===== src/rtl/core/zba_pkg.sv =====
// ----------------------------------------------------------------------------
// zba_pkg: shared definitions for the zone bitmap allocator
// Sizes of the bitmap memory, result and command codes, configuration
// register indexes, controller states and the controller/datapath bundles.
// ----------------------------------------------------------------------------
package zba_pkg;

    // Bitmap geometry.
    localparam int unsigned BITS_PER_MAP_BLOCK = 8192;
    localparam int unsigned MAX_MAP_BLOCKS     = 8;
    localparam int unsigned WORD_BITS          = 64;
    localparam int unsigned BIT_SEL_W          = $clog2(WORD_BITS);
    localparam int unsigned WORDS_PER_BLOCK    = BITS_PER_MAP_BLOCK / WORD_BITS;
    localparam int unsigned TOTAL_BITS         = BITS_PER_MAP_BLOCK * MAX_MAP_BLOCKS;
    localparam int unsigned TOTAL_WORDS        = TOTAL_BITS / WORD_BITS;
    localparam int unsigned WORD_AW            = $clog2(TOTAL_WORDS);
    localparam int unsigned WCNT_W             = $clog2(TOTAL_WORDS + 1);
    localparam int unsigned BIT_AW             = WORD_AW + BIT_SEL_W;

    // Field widths.
    localparam int unsigned ZONE_W   = 17;
    localparam int unsigned FDZ_W    = 16;
    localparam int unsigned MBLK_W   = 4;
    localparam int unsigned STATUS_W = 2;
    localparam int unsigned TDATA_W  = 24;
    localparam int unsigned CFG_AW   = 2;
    localparam int unsigned CFG_DW   = 17;

    // Configuration register indexes.
    localparam logic [CFG_AW-1:0] CFG_FIRST_DATA_ZONE = 2'd0;
    localparam logic [CFG_AW-1:0] CFG_ZONE_COUNT      = 2'd1;
    localparam logic [CFG_AW-1:0] CFG_MAP_BLOCKS      = 2'd2;

    typedef enum logic [STATUS_W-1:0] {
        ST_OK    = 2'd0,
        ST_FULL  = 2'd1,
        ST_RANGE = 2'd2,
        ST_CLEAR = 2'd3
    } t_status;

    typedef enum logic {
        CMD_ALLOC = 1'b0,
        CMD_FREE  = 1'b1
    } t_cmd_code;

    typedef enum logic [2:0] {
        S_CLEAR,
        S_IDLE,
        S_DECODE,
        S_SCAN,
        S_FIND,
        S_ALLOC,
        S_FREE_CHK,
        S_REJECT
    } t_state;

    // Controller to datapath.
    typedef struct packed {
        logic    capture;
        logic    clr_wr;
        logic    scan_clr;
        logic    rd_scan;
        logic    rd_free;
        logic    find_bit;
        logic    wr_alloc;
        logic    wr_free;
        logic    res_load;
        t_status res_status;
    } t_dp_cmd;

    // Datapath to controller.
    typedef struct packed {
        logic is_free;
        logic words_zero;
        logic in_range;
        logic word_free;
        logic scan_more;
        logic rd_pend;
        logic bit_set;
        logic clr_last;
        logic out_free;
    } t_dp_stat;

endpackage


===== src/rtl/core/zba_ctrl.sv =====
// ----------------------------------------------------------------------------
// zba_ctrl: request sequencer of the zone bitmap allocator
// Runs the clearing pass after reset, then takes one request at a time and
// steps the datapath through the scan, the bit update and the result.
// ----------------------------------------------------------------------------
module zba_ctrl (
    input  logic               i_clk,
    input  logic               i_rst_n,
    input  logic               i_s_valid,
    output logic               o_s_ready,
    input  zba_pkg::t_dp_stat  i_stat,
    output zba_pkg::t_dp_cmd   o_cmd
);
    import zba_pkg::*;

    t_state r_state;
    t_state n_state;

    always_ff @(posedge i_clk) begin
        if (!i_rst_n) begin
            r_state <= S_CLEAR;
        end else begin
            r_state <= n_state;
        end
    end

    always_comb begin
        n_state   = r_state;
        o_cmd     = '0;
        o_s_ready = 1'b0;
        unique case (r_state)
            S_CLEAR: begin
                o_cmd.clr_wr = 1'b1;
                if (i_stat.clr_last) n_state = S_IDLE;
            end
            S_IDLE: begin
                o_s_ready = 1'b1;
                if (i_s_valid) begin
                    o_cmd.capture = 1'b1;
                    n_state       = S_DECODE;
                end
            end
            S_DECODE: begin
                if (i_stat.is_free) begin
                    if (i_stat.in_range) begin
                        o_cmd.rd_free = 1'b1;
                        n_state       = S_FREE_CHK;
                    end else begin
                        n_state = S_REJECT;
                    end
                end else if (i_stat.words_zero) begin
                    n_state = S_REJECT;
                end else begin
                    o_cmd.scan_clr = 1'b1;
                    n_state        = S_SCAN;
                end
            end
            S_SCAN: begin
                if (i_stat.word_free) begin
                    n_state = S_FIND;
                end else if (i_stat.scan_more) begin
                    o_cmd.rd_scan = 1'b1;
                end else if (!i_stat.rd_pend) begin
                    n_state = S_REJECT;
                end
            end
            S_FIND: begin
                o_cmd.find_bit = 1'b1;
                n_state        = S_ALLOC;
            end
            S_ALLOC: begin
                if (i_stat.out_free) begin
                    o_cmd.wr_alloc   = 1'b1;
                    o_cmd.res_load   = 1'b1;
                    o_cmd.res_status = ST_OK;
                    n_state          = S_IDLE;
                end
            end
            S_FREE_CHK: begin
                if (i_stat.out_free) begin
                    o_cmd.res_load   = 1'b1;
                    o_cmd.wr_free    = i_stat.bit_set;
                    o_cmd.res_status = i_stat.bit_set ? ST_OK : ST_CLEAR;
                    n_state          = S_IDLE;
                end
            end
            S_REJECT: begin
                if (i_stat.out_free) begin
                    o_cmd.res_load   = 1'b1;
                    o_cmd.res_status = i_stat.is_free ? ST_RANGE : ST_FULL;
                    n_state          = S_IDLE;
                end
            end
            default: n_state = S_IDLE;
        endcase
    end

    // Reset always starts the clearing pass.
    a_reset_clear: assert property (@(posedge i_clk)
        !i_rst_n |=> (r_state == S_CLEAR))
        else $error("reset did not start the clearing pass");

    // Every result ends its request.
    a_result_idle: assert property (@(posedge i_clk) disable iff (!i_rst_n)
        o_cmd.res_load |=> (r_state == S_IDLE))
        else $error("result did not return to idle");

    // A scan read never goes beyond the configured map blocks.
    a_scan_bound: assert property (@(posedge i_clk) disable iff (!i_rst_n)
        o_cmd.rd_scan |-> i_stat.scan_more)
        else $error("scan read past the map blocks");

endmodule


===== config.mk =====
export PLATFORM = sky130hd
export DESIGN_NAME = zba_ctrl
export DESIGN_NICKNAME = d
export VERILOG_FILES = /design/src/rtl/core/zba_pkg.sv /design/src/rtl/core/zba_ctrl.sv
export SDC_FILE = /design/constraint.sdc
export NUM_CORES = 1
export LEC_CHECK = 0
export CORE_AREA = 10 10 47 49
export CTS_CLUSTER_DIAMETER = 80
export CTS_CLUSTER_SIZE = 28
export DETAILED_ROUTE_END_ITERATION = 12
export DIE_AREA = 0 0 57 59
export DONT_BUFFER_PORTS = 1
export SLEW_MARGIN = 40
export SYNTH_ARGS = -nofsm -noshare
export SYNTH_HDL_FRONTEND = slang
export SYNTH_SLANG_ARGS = --single-unit

===== constraint.sdc =====
create_clock -name i_clk -period 1.7 [get_ports i_clk]
set_clock_uncertainty 0.05 [all_clocks]
set_input_delay 0 -clock i_clk [delete_from_list [all_inputs] [get_ports i_clk]]
set_output_delay 0 -clock i_clk [all_outputs]
set_load 0.02 [all_outputs]

==> metrics.txt <==
# TYPE chip_impl_metric gauge
chip_impl_metric{name="ant_nets",unit=""} 0
chip_impl_metric{name="cts.sink_count",unit=""} 3
chip_impl_info{name="critical_path.cell_chain",value="buf_4, inv_2, nand2_1, nand2b_1, a21oi_1"} 1
chip_impl_metric{name="die-area",unit="µm²"} 3363
chip_impl_metric{name="drt-vias-per-instance",unit=""} 5.365
chip_impl_metric{name="power-per-cell-area",unit="nW/µm²"} 1575
chip_impl_metric{name="placed_area",unit="µm²"} 376.6
chip_impl_info{name="regMostFlops",value="r_state"} 1
chip_impl_metric{name="register_area",unit="µm²"} 60.06
chip_impl_info{name="timing.critical_path.to_type",value="output port"} 1
chip_impl_metric{name="io_buffers",unit=""} 0
chip_impl_info{name="startpoint_type",value="register"} 1
chip_impl_info{name="rsz0062_at_grt",value="false"} 1
chip_impl_metric{name="mappedNetlistArea",unit="µm²"} 320.3
chip_impl_metric{name="cp_slowest_stage_delay",unit="ps"} 450
chip_impl_info{name="reg.largest.list",value="r_state (3)"} 1
chip_impl_metric{name="timing.final.crit_period",unit="ps"} 1523
chip_impl_metric{name="timing.final.crit_share",unit=""} 0.8958
chip_impl_metric{name="syn_to_final_growth",unit="%"} 32.03
chip_impl_metric{name="grt_start_max_net_pins",unit=""} 12
chip_impl_info{name="result_of_the_run",value="completed"} 1
chip_impl_metric{name="hold_viol",unit=""} 0
chip_impl_metric{name="synth_seq_cells",unit=""} 3
chip_impl_metric{name="static-leakage-power",unit="nW"} 0.1777
chip_impl_metric{name="clk_pin_slew",unit="ps"} 40
chip_impl_metric{name="drtIter0Drc",unit=""} 3
chip_impl_metric{name="first_global_vias",unit=""} 426
chip_impl_metric{name="max_slew.worst_pin.slew",unit="ps"} 472.2
chip_impl_metric{name="remaining_drc_errors",unit=""} 0
chip_impl_metric{name="cts_htree_levels",unit=""} 1
chip_impl_metric{name="fmax",unit="GHz"} 0.6566
chip_impl_metric{name="synth_fp_nets",unit=""} 60
chip_impl_metric{name="antenna_violations_before_repair",unit=""} 0
chip_impl_metric{name="clkLatencyLatePin",unit="ps"} 240
chip_impl_metric{name="post_synth_num_cell_types",unit=""} 27
chip_impl_metric{name="wire_per_inst",unit="µm"} 15.08
chip_impl_metric{name="crit_required",unit="ps"} 1650
chip_impl_metric{name="max_ffs_per_register",unit=""} 3
chip_impl_metric{name="multi_input_area",unit="µm²"} 236.5
chip_impl_metric{name="dpl.hpwl",unit="µm"} 926.3
chip_impl_metric{name="setup-tns-final",unit="ps"} 0
chip_impl_info{name="tritoncts",value="built"} 1
chip_impl_metric{name="gr-usage-all-layers",unit=""} 0.06563
chip_impl_metric{name="dieHeight",unit="µm"} 59
chip_impl_metric{name="slew_headroom",unit=""} 0.6862
chip_impl_info{name="crit_type",value="register to output port"} 1
chip_impl_metric{name="timing.final.max_slew_violations",unit=""} 0
chip_impl_info{name="holdCritPathClass",value="input pin to register"} 1
chip_impl_info{name="cpMaxStageDelayCell",value="sky130_fd_sc_hd__dfxtp_1"} 1
chip_impl_info{name="synthTopCellsByArea",value="sky130_fd_sc_hd__dfxtp_1 (19%), sky130_fd_sc_hd__a21oi_1 (7.8%), sky130_fd_sc_hd__nor3_1 (6.3%), sky130_fd_sc_hd__nand2_1 (5.9%), sky130_fd_sc_hd__nor2_1 (5.9%)"} 1
chip_impl_metric{name="floorplan.die.width",unit="µm"} 57
chip_impl_metric{name="crit_arrival",unit="ps"} 1470
chip_impl_metric{name="post_synth.cell_area_avg",unit="µm²"} 6.673
chip_impl_metric{name="yosysSeqAreaShare",unit=""} 0.1875
chip_impl_metric{name="layout-drive-gt1-share",unit=""} 0.2069
chip_impl_metric{name="fillCellCount",unit=""} 163
chip_impl_metric{name="gp_congestion",unit=""} 0.8537
chip_impl_metric{name="numCtsBuffers",unit=""} 3
chip_impl_metric{name="final_design_area_no_fill",unit="µm²"} 422.9
chip_impl_info{name="biggest_area_consumer_among_synthesized_cells",value="sky130_fd_sc_hd__dfxtp_1"} 1
chip_impl_metric{name="grt_pass1_wl",unit="µm"} 1780
chip_impl_metric{name="top_level_port_count",unit=""} 24
chip_impl_metric{name="rows",unit=""} 14
chip_impl_metric{name="floorplan.initialDensity",unit=""} 0.2286
chip_impl_metric{name="nets",unit=""} 71
chip_impl_metric{name="irDropWorstVdd",unit="V"} 0.0004633
chip_impl_metric{name="setup_violations",unit=""} 0
chip_impl_metric{name="path_max_fanout",unit=""} 8
chip_impl_metric{name="synthDominantCellAreaShare",unit=""} 0.1875
chip_impl_metric{name="drt_first_pass_iters",unit=""} 4
chip_impl_metric{name="cts_setup_buffers",unit=""} 0
chip_impl_metric{name="detail_route.wirelength",unit="µm"} 1116
chip_impl_info{name="clockRootBuffer",value="sky130_fd_sc_hd__clkbuf_4"} 1
chip_impl_metric{name="num_antenna_cells",unit=""} 0
chip_impl_metric{name="ys_warn_count",unit=""} 0
chip_impl_info{name="final_cell_mix",value="sky130_fd_sc_hd__buf_4 (7), sky130_fd_sc_hd__nor2_1 (5), sky130_fd_sc_hd__nand2_1 (5), sky130_fd_sc_hd__a21oi_1 (5), sky130_fd_sc_hd__nor3_1 (4)"} 1
chip_impl_metric{name="post-route-util",unit=""} 0.3018
chip_impl_metric{name="maxCapViolCount",unit=""} 0
chip_impl_metric{name="postSynthCellCount",unit=""} 48
chip_impl_metric{name="cts_max_path_buffers",unit=""} 2
chip_impl_metric{name="global_route.overflow_total",unit=""} 0
chip_impl_metric{name="via_count",unit=""} 397
chip_impl_metric{name="placeableCoreArea",unit="µm²"} 1401
chip_impl_info{name="layout_commonest_cell",value="sky130_fd_sc_hd__buf_4"} 1
[synth_stat cells (all sizes together)]
cell type  number
o21ai           1
or2             2
nor2            5
nand3b          1
o31ai           1
and4b           1
dfxtp           3
and3            1
or4bb           1
and4bb          1
nand3           2
nor3            4
inv             2
nor3b           1
mux2i           1
clkbuf          1
nand2           5
a22o            1
nor4            2
nand2b          2
buf             2
a21oi           5
o211ai          1
and2            2
[final timing paths]
| kind | from | endpoint | slack [ps] | cells past startpoint |
|---|---|---|---|---|
| worst max register to register | r_state[0]$_SDFFE_PN0P_ | r_state[0]$_SDFFE_PN0P_ | 310 | 4 |
| worst min-delay path | i_stat[0] | r_state[2]$_SDFFE_PN0P_ | 10 | 3 |
| worst max-delay path | r_state[0]$_SDFFE_PN0P_ | o_cmd[1] | 180 | 5 |
| worst min register to register | r_state[1]$_SDFFE_PN0P_ | r_state[1]$_SDFFE_PN0P_ | 530 | 2 |
[kinds of logic after synthesis]
logic type             after synthesis  synth area share
multiplexers                         1           0.03125
buffers and inverters                5           0.07418
flip-flops                           3            0.1875
AO/OA/AOI/OAI                        9            0.1680
AND/OR/NAND/NOR                     30            0.5391
[repair_timing]
item,in CTS,in global routing
hold endpoints to repair,3,0
hold buffers,2,0
gates resized for setup,0,0
[through the flow]
stage	instances	hold slack, ps	power [mW]	setup WS, ps
6_report	74	9.559	0.6659	177.1
5_1_grt	74	16.10	0.7210	63.74
4_1_cts	74	9.462	0.6778	160.5
3_5_place_dp	68	84.31	0.5390	323.0
3_3_place_gp	68	79.95	0.5323	378.1
2_1_floorplan	48	33.06	0.4185	423.0
[worst max-delay path, delay by kind of cell (launching register included)]
family / cells / cell delay (ps)
DFF: 1 / 450
buffers and inverters: 2 / 250
and+or+nand+nor: 2 / 140
AOI/OAI and AO/OA: 1 / 390
[power breakdown]
group / internal, mW / leakage [nW] / switching [mW]
combinational: 0.167 / 0.138 / 0.230
sequential: 0.0971 / 0.0247 / 0.0433
clock: 0.0881 / 0.0150 / 0.0398
total: 0.352 / 0.178 / 0.313
[routing by layer]
layer | global-route usage | vias to the layer above | part of all wire
met2 | 0.09767 | 25 | 0.43
met1 | 0.06635 | 171 | 0.42
met5 | 0 | - | 0
li1 | - | 197 | -
met3 | 0.02575 | 4 | 0.11
met4 | 0.07047 | 0 | 0.034
[layout make-up]
type | count | share of cell area
clock buffers | 4 | 0.06213
inverters | 2 | 0.01775
multi-input cells | 40 | 0.5592
flip-flops and latches | 3 | 0.1420
well taps | 16 | 0.04734
repair buffers | 9 | 0.1716
Note: power is estimated with default switching activity, not from simulation.
